<file path="src/rtl/crre_pkg.sv">
// Shared types and codes for the CAN request retry engine.
`default_nettype none

package crre_pkg;

    // Input opcodes
    localparam logic [1:0] OP_START = 2'd0;
    localparam logic [1:0] OP_FRAME = 2'd1;
    localparam logic [1:0] OP_TICK  = 2'd2;

    // Result kinds
    localparam logic [1:0] KIND_SEND    = 2'd0;
    localparam logic [1:0] KIND_SUCCESS = 2'd1;
    localparam logic [1:0] KIND_FAIL    = 2'd2;

    // Failure reasons
    localparam logic [1:0] FAIL_NO_DEVICE     = 2'd0;
    localparam logic [1:0] FAIL_NOT_CONNECTED = 2'd1;
    localparam logic [1:0] FAIL_TIMEOUT       = 2'd2;

    // Configuration register indexes
    localparam logic [1:0] CFG_REQUEST_ID    = 2'd0;
    localparam logic [1:0] CFG_RESPONSE_ID   = 2'd1;
    localparam logic [1:0] CFG_TIMEOUT_TICKS = 2'd2;
    localparam logic [1:0] CFG_MAX_RETRIES   = 2'd3;

    // Register reset values
    localparam logic [15:0] TIMEOUT_RESET = 16'd100;
    localparam logic [7:0]  RETRIES_RESET = 8'd3;

    // Longest CAN data field in bytes
    localparam logic [3:0] MAX_RX_BYTES = 4'd8;
    localparam int         REPLY_BYTES  = 7;

    typedef struct packed {
        logic [1:0]  opcode;
        logic [5:0]  request_code;
        logic        device_present;
        logic        bus_connected;
        logic [28:0] rx_frame_id;
        logic [3:0]  rx_length;
        logic [63:0] rx_payload;
    } t_in_word;

    typedef struct packed {
        logic [1:0]  kind;
        logic [28:0] tx_frame_id;
        logic [7:0]  tx_tag;
        logic [55:0] reply_data;
        logic [2:0]  reply_length;
        logic [1:0]  fail_reason;
    } t_out_word;

    typedef struct packed {
        logic [28:0] request_id;
        logic [28:0] response_id;
        logic [15:0] timeout_ticks;
        logic [7:0]  max_retries;
    } t_cfg;

    // Decoded command passed from front to back
    typedef enum logic [1:0] {
        CMD_START = 2'd0,
        CMD_FRAME = 2'd1,
        CMD_TICK  = 2'd2,
        CMD_NONE  = 2'd3
    } t_cmd;

    typedef struct packed {
        t_cmd        cmd;
        logic [5:0]  code;
        logic        present;
        logic        connected;
        logic        id_ok;
        logic        len_ok;
        logic [7:0]  first_byte;
        logic [2:0]  reply_length;
        logic [55:0] reply_data;
    } t_cls;

endpackage

`default_nettype wire

</file>
<file path="src/rtl/crre_fifo.sv">
// Small flip-flop queue between the classifier and the sequencer.
`default_nettype none

module crre_fifo #(
    parameter int WIDTH = 8,
    parameter int DEPTH = 4
) (
    input  wire logic             i_clk,
    input  wire logic             i_rst_n,
    input  wire logic             i_push,
    input  wire logic [WIDTH-1:0] i_data,
    output logic                  o_full,
    input  wire logic             i_pop,
    output logic                  o_valid,
    output logic [WIDTH-1:0]      o_data
);

    localparam int AW = $clog2(DEPTH);

    logic [WIDTH-1:0] r_mem [DEPTH];
    logic [AW-1:0]    r_wr_ptr, n_wr_ptr;
    logic [AW-1:0]    r_rd_ptr, n_rd_ptr;
    logic [AW:0]      r_count, n_count;
    logic             do_push, do_pop;

    assign o_full  = (r_count == (AW+1)'(DEPTH));
    assign o_valid = (r_count != '0);
    assign o_data  = r_mem[r_rd_ptr];

    assign do_push = i_push && !o_full;
    assign do_pop  = i_pop && o_valid;

    // Pointer and fill bookkeeping, pointers wrap at the last entry
    always_comb begin
        n_wr_ptr = r_wr_ptr;
        n_rd_ptr = r_rd_ptr;
        if (do_push) begin
            n_wr_ptr = (r_wr_ptr == AW'(DEPTH - 1)) ? '0 : r_wr_ptr + 1'b1;
        end
        if (do_pop) begin
            n_rd_ptr = (r_rd_ptr == AW'(DEPTH - 1)) ? '0 : r_rd_ptr + 1'b1;
        end
        n_count  = r_count;
        if (do_push && !do_pop) begin
            n_count = r_count + 1'b1;
        end else if (do_pop && !do_push) begin
            n_count = r_count - 1'b1;
        end
    end

    always_ff @(posedge i_clk) begin
        if (!i_rst_n) begin
            r_wr_ptr <= '0;
            r_rd_ptr <= '0;
            r_count  <= '0;
        end else begin
            r_wr_ptr <= n_wr_ptr;
            r_rd_ptr <= n_rd_ptr;
            r_count  <= n_count;
        end
    end

    // Storage, no reset needed
    always_ff @(posedge i_clk) begin
        if (do_push) begin
            r_mem[r_wr_ptr] <= i_data;
        end
    end

endmodule

`default_nettype wire

</file>
<file path="src/rtl/crre_front.sv">
// Input side: accepts words and classifies them for the sequencer.
`default_nettype none

module crre_front (
    input  wire logic               i_in_valid,
    input  wire crre_pkg::t_in_word i_in_word,
    output logic                    o_in_stall,
    input  wire crre_pkg::t_cfg     i_cfg,
    input  wire logic               i_q_full,
    output logic                    o_push,
    output crre_pkg::t_cls          o_cls
);
    import crre_pkg::*;

    logic [3:0] len_c;
    logic [2:0] rlen;

    assign o_in_stall = i_q_full;
    assign o_push     = i_in_valid && !i_q_full;

    // Clamp length to a full CAN frame, reply excludes the tag byte
    assign len_c = (i_in_word.rx_length > MAX_RX_BYTES) ? MAX_RX_BYTES : i_in_word.rx_length;
    assign rlen  = 3'(len_c - 4'd1);

    always_comb begin
        o_cls            = '0;
        o_cls.code       = i_in_word.request_code;
        o_cls.present    = i_in_word.device_present;
        o_cls.connected  = i_in_word.bus_connected;
        o_cls.id_ok      = (i_in_word.rx_frame_id == i_cfg.response_id);
        o_cls.len_ok     = (len_c != 4'd0);
        o_cls.first_byte = i_in_word.rx_payload[7:0];
        o_cls.reply_length = rlen;

        case (i_in_word.opcode)
            OP_START: o_cls.cmd = CMD_START;
            OP_FRAME: o_cls.cmd = CMD_FRAME;
            OP_TICK:  o_cls.cmd = CMD_TICK;
            default:  o_cls.cmd = CMD_NONE;
        endcase

        // Keep only the bytes covered by the received length
        for (int b = 0; b < REPLY_BYTES; b++) begin
            if (3'(b) < rlen) begin
                o_cls.reply_data[8*b +: 8] = i_in_word.rx_payload[8*b+8 +: 8];
            end
        end
    end

endmodule

`default_nettype wire

</file>
<file path="src/rtl/crre_back.sv">
// Sequencer: request state, retries, timeout and the output register.
`default_nettype none

module crre_back (
    input  wire logic           i_clk,
    input  wire logic           i_rst_n,
    input  wire crre_pkg::t_cfg i_cfg,
    input  wire logic           i_q_valid,
    input  wire crre_pkg::t_cls i_q_word,
    output logic                o_q_pop,
    output logic                o_out_valid,
    input  wire logic           i_out_stall,
    output crre_pkg::t_out_word o_out_word
);
    import crre_pkg::*;

    logic        r_waiting, n_waiting;
    logic [5:0]  r_code, n_code;
    logic [7:0]  r_retry, n_retry;
    logic [15:0] r_timer, n_timer;
    logic        r_out_valid;
    t_out_word   r_out_word;

    logic        can_load;
    logic        res_valid;
    t_out_word   res;
    logic [7:0]  retry_inc;
    logic [15:0] timer_inc;
    logic [7:0]  cur_tag;

    assign can_load  = !r_out_valid || !i_out_stall;
    assign o_q_pop   = i_q_valid && can_load;
    assign retry_inc = r_retry + 8'd1;
    assign timer_inc = r_timer + 16'd1;
    assign cur_tag   = {r_code, r_retry[1:0]};

    // Per-word state update
    always_comb begin
        n_waiting = r_waiting;
        n_code    = r_code;
        n_retry   = r_retry;
        n_timer   = r_timer;
        res_valid = 1'b0;
        res       = '0;

        if (o_q_pop) begin
            case (i_q_word.cmd)
                CMD_START: begin
                    n_waiting = 1'b0;
                    res_valid = 1'b1;
                    if (!i_q_word.present) begin
                        res.kind        = KIND_FAIL;
                        res.fail_reason = FAIL_NO_DEVICE;
                    end else if (!i_q_word.connected) begin
                        res.kind        = KIND_FAIL;
                        res.fail_reason = FAIL_NOT_CONNECTED;
                    end else begin
                        n_code          = i_q_word.code;
                        n_retry         = '0;
                        n_timer         = '0;
                        n_waiting       = 1'b1;
                        res.kind        = KIND_SEND;
                        res.tx_frame_id = i_cfg.request_id;
                        res.tx_tag      = {i_q_word.code, 2'b00};
                    end
                end
                CMD_FRAME: begin
                    if (r_waiting) begin
                        res_valid = 1'b1;
                        if (i_q_word.id_ok && i_q_word.len_ok &&
                            (i_q_word.first_byte == cur_tag)) begin
                            n_waiting        = 1'b0;
                            res.kind         = KIND_SUCCESS;
                            res.reply_data   = i_q_word.reply_data;
                            res.reply_length = i_q_word.reply_length;
                        end else if (r_retry >= i_cfg.max_retries) begin
                            n_waiting       = 1'b0;
                            res.kind        = KIND_FAIL;
                            res.fail_reason = FAIL_TIMEOUT;
                        end else begin
                            // resend with the next tag
                            n_retry         = retry_inc;
                            n_timer         = '0;
                            res.kind        = KIND_SEND;
                            res.tx_frame_id = i_cfg.request_id;
                            res.tx_tag      = {r_code, retry_inc[1:0]};
                        end
                    end
                end
                CMD_TICK: begin
                    if (r_waiting) begin
                        n_timer = timer_inc;
                        if (timer_inc >= i_cfg.timeout_ticks) begin
                            n_waiting       = 1'b0;
                            res_valid       = 1'b1;
                            res.kind        = KIND_FAIL;
                            res.fail_reason = FAIL_TIMEOUT;
                        end
                    end
                end
                default: begin
                    res_valid = 1'b0;
                end
            endcase
        end
    end

    always_ff @(posedge i_clk) begin
        if (!i_rst_n) begin
            r_waiting   <= 1'b0;
            r_code      <= '0;
            r_retry     <= '0;
            r_timer     <= '0;
            r_out_valid <= 1'b0;
        end else begin
            r_waiting <= n_waiting;
            r_code    <= n_code;
            r_retry   <= n_retry;
            r_timer   <= n_timer;
            if (can_load) begin
                r_out_valid <= res_valid;
            end
        end
    end

    // Output word register
    always_ff @(posedge i_clk) begin
        if (can_load && res_valid) begin
            r_out_word <= res;
        end
    end

    assign o_out_valid = r_out_valid;
    assign o_out_word  = r_out_word;

endmodule

`default_nettype wire

</file>
<file path="src/rtl/can_request_retry_engine.sv">
// CAN request engine with retries: top level, configuration registers and wiring.
//
// Input channel (i_in_valid / o_in_stall / i_in_word) carries start, received
// frame and tick words. Output channel (o_out_valid / i_out_stall / o_out_word)
// carries send-request, success and failure words; a word yields zero or one.
// Configuration is a plain write port (i_cfg_we, i_cfg_index, i_cfg_data):
// 0 request_id, 1 response_id, 2 timeout_ticks, 3 max_retries.
// Throughput: one input word per cycle while o_in_stall is low. A front
// classifier pushes each word into a QUEUE_DEPTH entry queue; the sequencer
// pops one word a cycle, while the output register is free, into a single
// output register. A result is registered there as its word is popped from the queue.
// When the receiver stalls, the output register holds; the sequencer stops
// popping, and once the queue fills o_in_stall rises.
// Reset (synchronous, active low) empties the queue and output register,
// returns to idle and loads register defaults (timeout 100, retries 3).
`default_nettype none

module can_request_retry_engine #(
    parameter int QUEUE_DEPTH = 4
) (
    input  wire logic               i_clk,
    input  wire logic               i_rst_n,
    input  wire logic               i_in_valid,
    output logic                    o_in_stall,
    input  wire crre_pkg::t_in_word i_in_word,
    output logic                    o_out_valid,
    input  wire logic               i_out_stall,
    output crre_pkg::t_out_word     o_out_word,
    input  wire logic               i_cfg_we,
    input  wire logic [1:0]         i_cfg_index,
    input  wire logic [28:0]        i_cfg_data
);
    import crre_pkg::*;

    localparam int CLS_W = $bits(t_cls);

    t_cfg       r_cfg;
    logic       q_full, q_push, q_pop, q_valid;
    t_cls       front_cls;
    logic [CLS_W-1:0] q_data;
    t_cls       q_word;

    // Configuration registers
    always_ff @(posedge i_clk) begin
        if (!i_rst_n) begin
            r_cfg.request_id    <= '0;
            r_cfg.response_id   <= '0;
            r_cfg.timeout_ticks <= TIMEOUT_RESET;
            r_cfg.max_retries   <= RETRIES_RESET;
        end else if (i_cfg_we) begin
            case (i_cfg_index)
                CFG_REQUEST_ID:    r_cfg.request_id    <= i_cfg_data;
                CFG_RESPONSE_ID:   r_cfg.response_id   <= i_cfg_data;
                CFG_TIMEOUT_TICKS: r_cfg.timeout_ticks <= i_cfg_data[15:0];
                CFG_MAX_RETRIES:   r_cfg.max_retries   <= i_cfg_data[7:0];
                default:           r_cfg               <= r_cfg;
            endcase
        end
    end

    crre_front u_front (
        .i_in_valid (i_in_valid),
        .i_in_word  (i_in_word),
        .o_in_stall (o_in_stall),
        .i_cfg      (r_cfg),
        .i_q_full   (q_full),
        .o_push     (q_push),
        .o_cls      (front_cls)
    );

    crre_fifo #(
        .WIDTH (CLS_W),
        .DEPTH (QUEUE_DEPTH)
    ) u_fifo (
        .i_clk   (i_clk),
        .i_rst_n (i_rst_n),
        .i_push  (q_push),
        .i_data  (front_cls),
        .o_full  (q_full),
        .i_pop   (q_pop),
        .o_valid (q_valid),
        .o_data  (q_data)
    );

    assign q_word = t_cls'(q_data);

    crre_back u_back (
        .i_clk       (i_clk),
        .i_rst_n     (i_rst_n),
        .i_cfg       (r_cfg),
        .i_q_valid   (q_valid),
        .i_q_word    (q_word),
        .o_q_pop     (q_pop),
        .o_out_valid (o_out_valid),
        .i_out_stall (i_out_stall),
        .o_out_word  (o_out_word)
    );

endmodule

`default_nettype wire
</file>
<file path="config.mk">
export PLATFORM = sky130hd
export DESIGN_NAME = can_request_retry_engine
export DESIGN_NICKNAME = d
export VERILOG_FILES = /design/src/rtl/crre_pkg.sv /design/src/rtl/crre_fifo.sv /design/src/rtl/crre_front.sv /design/src/rtl/crre_back.sv /design/src/rtl/can_request_retry_engine.sv
export SDC_FILE = /design/constraint.sdc
export NUM_CORES = 1
export LEC_CHECK = 0
export BUFFER_PORTS_ARGS = -buffer_cell sky130_fd_sc_hd__buf_2
export CORE_MARGIN = 3
export CORE_UTILIZATION = 58
export DETAILED_ROUTE_END_ITERATION = 6
export PLACE_DENSITY_LB_ADDON = 0.12
export SYNTH_ARGS = -nofsm -noshare
export SYNTH_HDL_FRONTEND = slang
export SYNTH_SLANG_ARGS = --single-unit
export TNS_END_PERCENT = 20
</file>
<file path="constraint.sdc">
create_clock -name i_clk -period 12.9 [get_ports i_clk]
set_input_delay 1.29 -clock i_clk [delete_from_list [all_inputs] [get_ports i_clk]]
set_output_delay 1.29 -clock i_clk [all_outputs]
set_load 0.1 [all_outputs]
</file>
==> results.md <==
- Status: completed
- DR vias/cell: about 5.5
- Critical path buffers and inverters: 1
- Post-synth EDFFs: around 420
- Cell taking the most area after synthesis: edfxtp_1
- Final nets: 1916
- Root Driver: clkbuf_16
- Pleak: 9.138 nW
- R2R Path Start: u_back.r_timer[2]$_SDFFE_PN0P_
- Worst skew pair latency: roughly 590 ps
- First-pass GRT wire length: about 72000 um
- Routed wire length: roughly 46000 um
- Final Hold Fails: 0
- GR Util All Layers: between 20% and 30%
- Initial Util: between 50% and 60%
- Max-slew violations: 0
- Post-synthesis compound-gate area fraction: 5.868%
- CP Max Fanout: 70
- Max-Cap Viols: 0
- GR Overflow Total: 0
- R2R depth: 13
- R2r setup slk: approximately 7900 ps
- Vias: ~13000
- Core box area: approximately 0.037 mm^2
- Type of the worst min-delay path: flip-flop to flip-flop
- Slowest stage cell, crit path: o21ai_4
- Worst Max-Slew Pin Slew: approximately 1200 ps
- Initial antenna violation count: 8
- Fmax achieved: around 200 MHz
- CTS resizes: 0
- Setup CP Type: flip-flop to flip-flop
- Slowest stage delay, CP: ~900 ps
- Top_reg_cell synth: edfxtp_1
- Largest net degree at the start of global routing: roughly 70
- Sequential area share after synthesis: a little under 70%
- Worst Setup End Kind: flip-flop
- Synthesis warning total: 0
- Mapped Area: between 0.02 and 0.025 mm^2
- Max VDD drop: ~160 uV
- Critical Path RT: approximately 13000 ps
- Row count: 70
- Share of layout cells above drive strength 1: between 20% and 30%
- Detail Placement HPWL: 28920 um
- Setup TNS: 0 ps
- Yosys reg bits: about 540
- Tmin final: 5007 ps
- Drt pass-1 iters: 4
- Residual DRC: 0
- Setup crit start kind: flip-flop
- DR iter-0 viols: about 680
- IO Pins: between 200 and 250
- Critical path's top delay family: compound AO/OA/AOI/OAI gates
- Hold path start: r_cfg[57]$_SDFFE_PN0P_
- Fillers: between 2000 and 3000
- Top post-synthesis cells by area: edfxtp_1 (57%), dfxtp_1 (11%), mux4_2 (7.5%)
- Post-Synth Adder-Cell Area: under 10%
- Die height: 200.7 um
- # setup viols final: 0
- Critical path arrival: between 5000 and 6000 ps
- PD cells: 196.4 mW/mm^2
- Worst hold path endpoint: r_cfg[57]$_SDFFE_PN0P_
- Clock-pin slew of the registers on the worst-case setup and hold paths: roughly 60 ps
- Async set-reset flop share out of synthesis: 0%
- Routability cong.: approximately 0.83
- XOR/XNOR share of the synthesized area: under 10%
- Area delta synth->final: 15.53%
- Final ANT Viol Nets: 0
- CTS Buf Count: 52
- Mux contribution to synthesized area: just over 8%
- Clk buf depth: 3
- Setup bufs post-CTS: 0
- DIE WIDTH: roughly 200 um
- Synth top area share: a little under three fifths
- Worst slack at placement: around 8000 ps
- Die area: roughly 0.040 mm^2
- Reg-to-Reg End: u_back.o_out_word[14]$_SDFFCE_PN0P_
- Clock sink total: 539
- Hold Buf Count CTS: 0
- Max-slew headroom: 22.59%
- Ordered list of cells on the worst path: and3_1 -> and3_1 -> nand4_1 -> nor2_1 -> nand2_1 -> xnor2_1 -> ha_1 -> nand4_1 -> a211oi_1 -> a221o_1 -> a21oi_1 -> o21ai_4 -> buf_4
- Worst Skew: 18.55 ps
- Avg WL per Cell: 19.99 um
- CTS H-tree depth: 2
- Simple-Gate Fraction of Synth Area: between 10% and 20%
- Input/output buffers: 244
- Largest family of logic cells by synthesized area: simple AND/OR/NAND/NOR gates
- Syn avg cell area: ~15 um^2
- Yosys cell types: 61
- Final worst-path cycle share: around two fifths
- TritonCTS clock tree: built
- Cell count after synthesis: about 1500
- Post-route setup slack: 7893 ps
- RSZ-0062 raised after global routing: false
- Hold depth: 2
- Number of global-route vias before repair: approximately 13000
- Syn Nets: ~1700
## synth_stat cells (4+ instances only)
cell	n
nor2_1	34
inv_1	40
and2_1	70
mux2i_1	14
a21boi_0	82
ha_1	39
nand4_1	11
nand2_1	198
clkbuf_1	53
and3_1	5
buf_4	6
nand3b_1	5
dfxtp_1	123
a21boi_1	4
or3b_2	5
edfxtp_1	416
xor2_1	25
a21o_1	14
o21ai_0	8
buf_1	4
and2_4	10
nor2b_1	98
xnor2_1	33
nand3_1	16
nor4_1	6
mux4_2	73
o221a_2	8
a21oi_1	19
or2_2	4
nand2b_1	5
o21a_1	4
a211oi_1	4
nor3_1	7
o211ai_1	5
## cell usage in the layout (no fill, tap or decap), drive strengths merged, types with 17 or more instances in the layout
cell type	n
nor2	34
inv	42
dfxtp	123
a21boi	86
nor2b	98
mux4	73
a21oi	20
xnor2	33
edfxtp	416
nand3	17
clkinv	23
xor2	25
ha	39
nand2	198
clkbuf	64
buf	258
and2	80
## tightest hold or removal path, delay by kind of cell (launching register included)
kind,cells,cell delay [ps]
flops,1,300
simple gates,1,40
compound gates,1,60
## report_power, final
group / leakage (nW) / internal (mW) / switching, mW / total [mW]
clock: 0.820 / 0.879 / 0.639 / 1.52
sequential: 4.93 / 2.09 / 0.0973 / 2.19
combinational: 3.39 / 0.407 / 0.874 / 1.28
total: 9.14 / 3.38 / 1.61 / 4.99
## sequential cells by signal (all words and copies together) (netlist names), named ones only
name                count
u_back.r_timer         16
u_fifo.r_count          3
u_back.o_out_valid      1
u_fifo.r_mem          316
u_fifo.r_wr_ptr         2
u_fifo.r_rd_ptr         2
u_back.r_code           6
r_cfg                  82
u_back.r_waiting        1
u_back.o_out_word     100
u_back.r_retry          8
## worst max path at each step
stage | from | endpoint | slack (ps) | cells after the start
2_1_floorplan | flip-flop | u_back.o_out_word[0]$_SDFFCE_PN0P_ | 2430 | 10
3_3_place_gp | u_back.r_timer[0]$_SDFFE_PN0P_ | u_back.o_out_word[10]$_SDFFCE_PN0P_ | 7960 | 14
3_5_place_dp | u_back.r_timer[0]$_SDFFE_PN0P_ | u_back.o_out_word[10]$_SDFFCE_PN0P_ | 7860 | 14
4_1_cts | u_back.r_timer[0]$_SDFFE_PN0P_ | u_back.o_out_word[14]$_SDFFCE_PN0P_ | 7710 | 13
6_report | u_back.r_timer[2]$_SDFFE_PN0P_ | u_back.o_out_word[14]$_SDFFCE_PN0P_ | 7890 | 13
5_1_grt | u_back.r_timer[0]$_SDFFE_PN0P_ | u_back.o_out_word[14]$_SDFFCE_PN0P_ | 7500 | 14
## cell type report
type                    count  area, um^2  share of cell area [%]
diodes                      4       10.01                 0.03941
clock buffers              64        1378                   5.424
clock inverters            34       320.3                   1.261
inverters                  41       153.9                  0.6059
multi-input cells         841        6618                   26.06
flip-flops and latches    539       14960                   58.91
well taps                 504       630.6                   2.483
repair buffers            258        1326                   5.222
## stage by stage
stage	area (um^2)	hold slack [ps]	utilization, %	total power, mW	cells
6_report	25400	460.9	68.72	4.988	2285
4_1_cts	25390	462.6	68.69	5.033	2281
3_5_place_dp	23690	454.4	64.10	3.522	2183
3_3_place_gp	23690	446.2	64.10	3.503	2183
5_1_grt	25400	479.0	68.71	5.184	2284
2_1_floorplan	21980	438.8	-	3.278	1488
## layer usage
layer	GRT usage, %	up-vias	routed length, um
li1	-	5940	-
met1	29.68	6319	19150
met2	38.57	333	22890
met3	4.881	62	2600
met4	6.725	6	985
met5	0	-	46
## logic make-up (layout without fill, tap and decap cells)
| kind of cell | count (synthesis) | in the layout |
|---|---|---|
| buffers and inverters | 108 | 397 |
| AO/OA/AOI/OAI | 171 | 171 |
| adder cells (fa/ha/maj) | 40 | 40 |
| multiplexers | 88 | 88 |
| flip-flops | 539 | 539 |
| other | 0 | 4 |
| XOR/XNOR | 58 | 58 |
| AND/OR/NAND/NOR | 484 | 484 |
No activity file was read; power rests on OpenSTA's default activity.
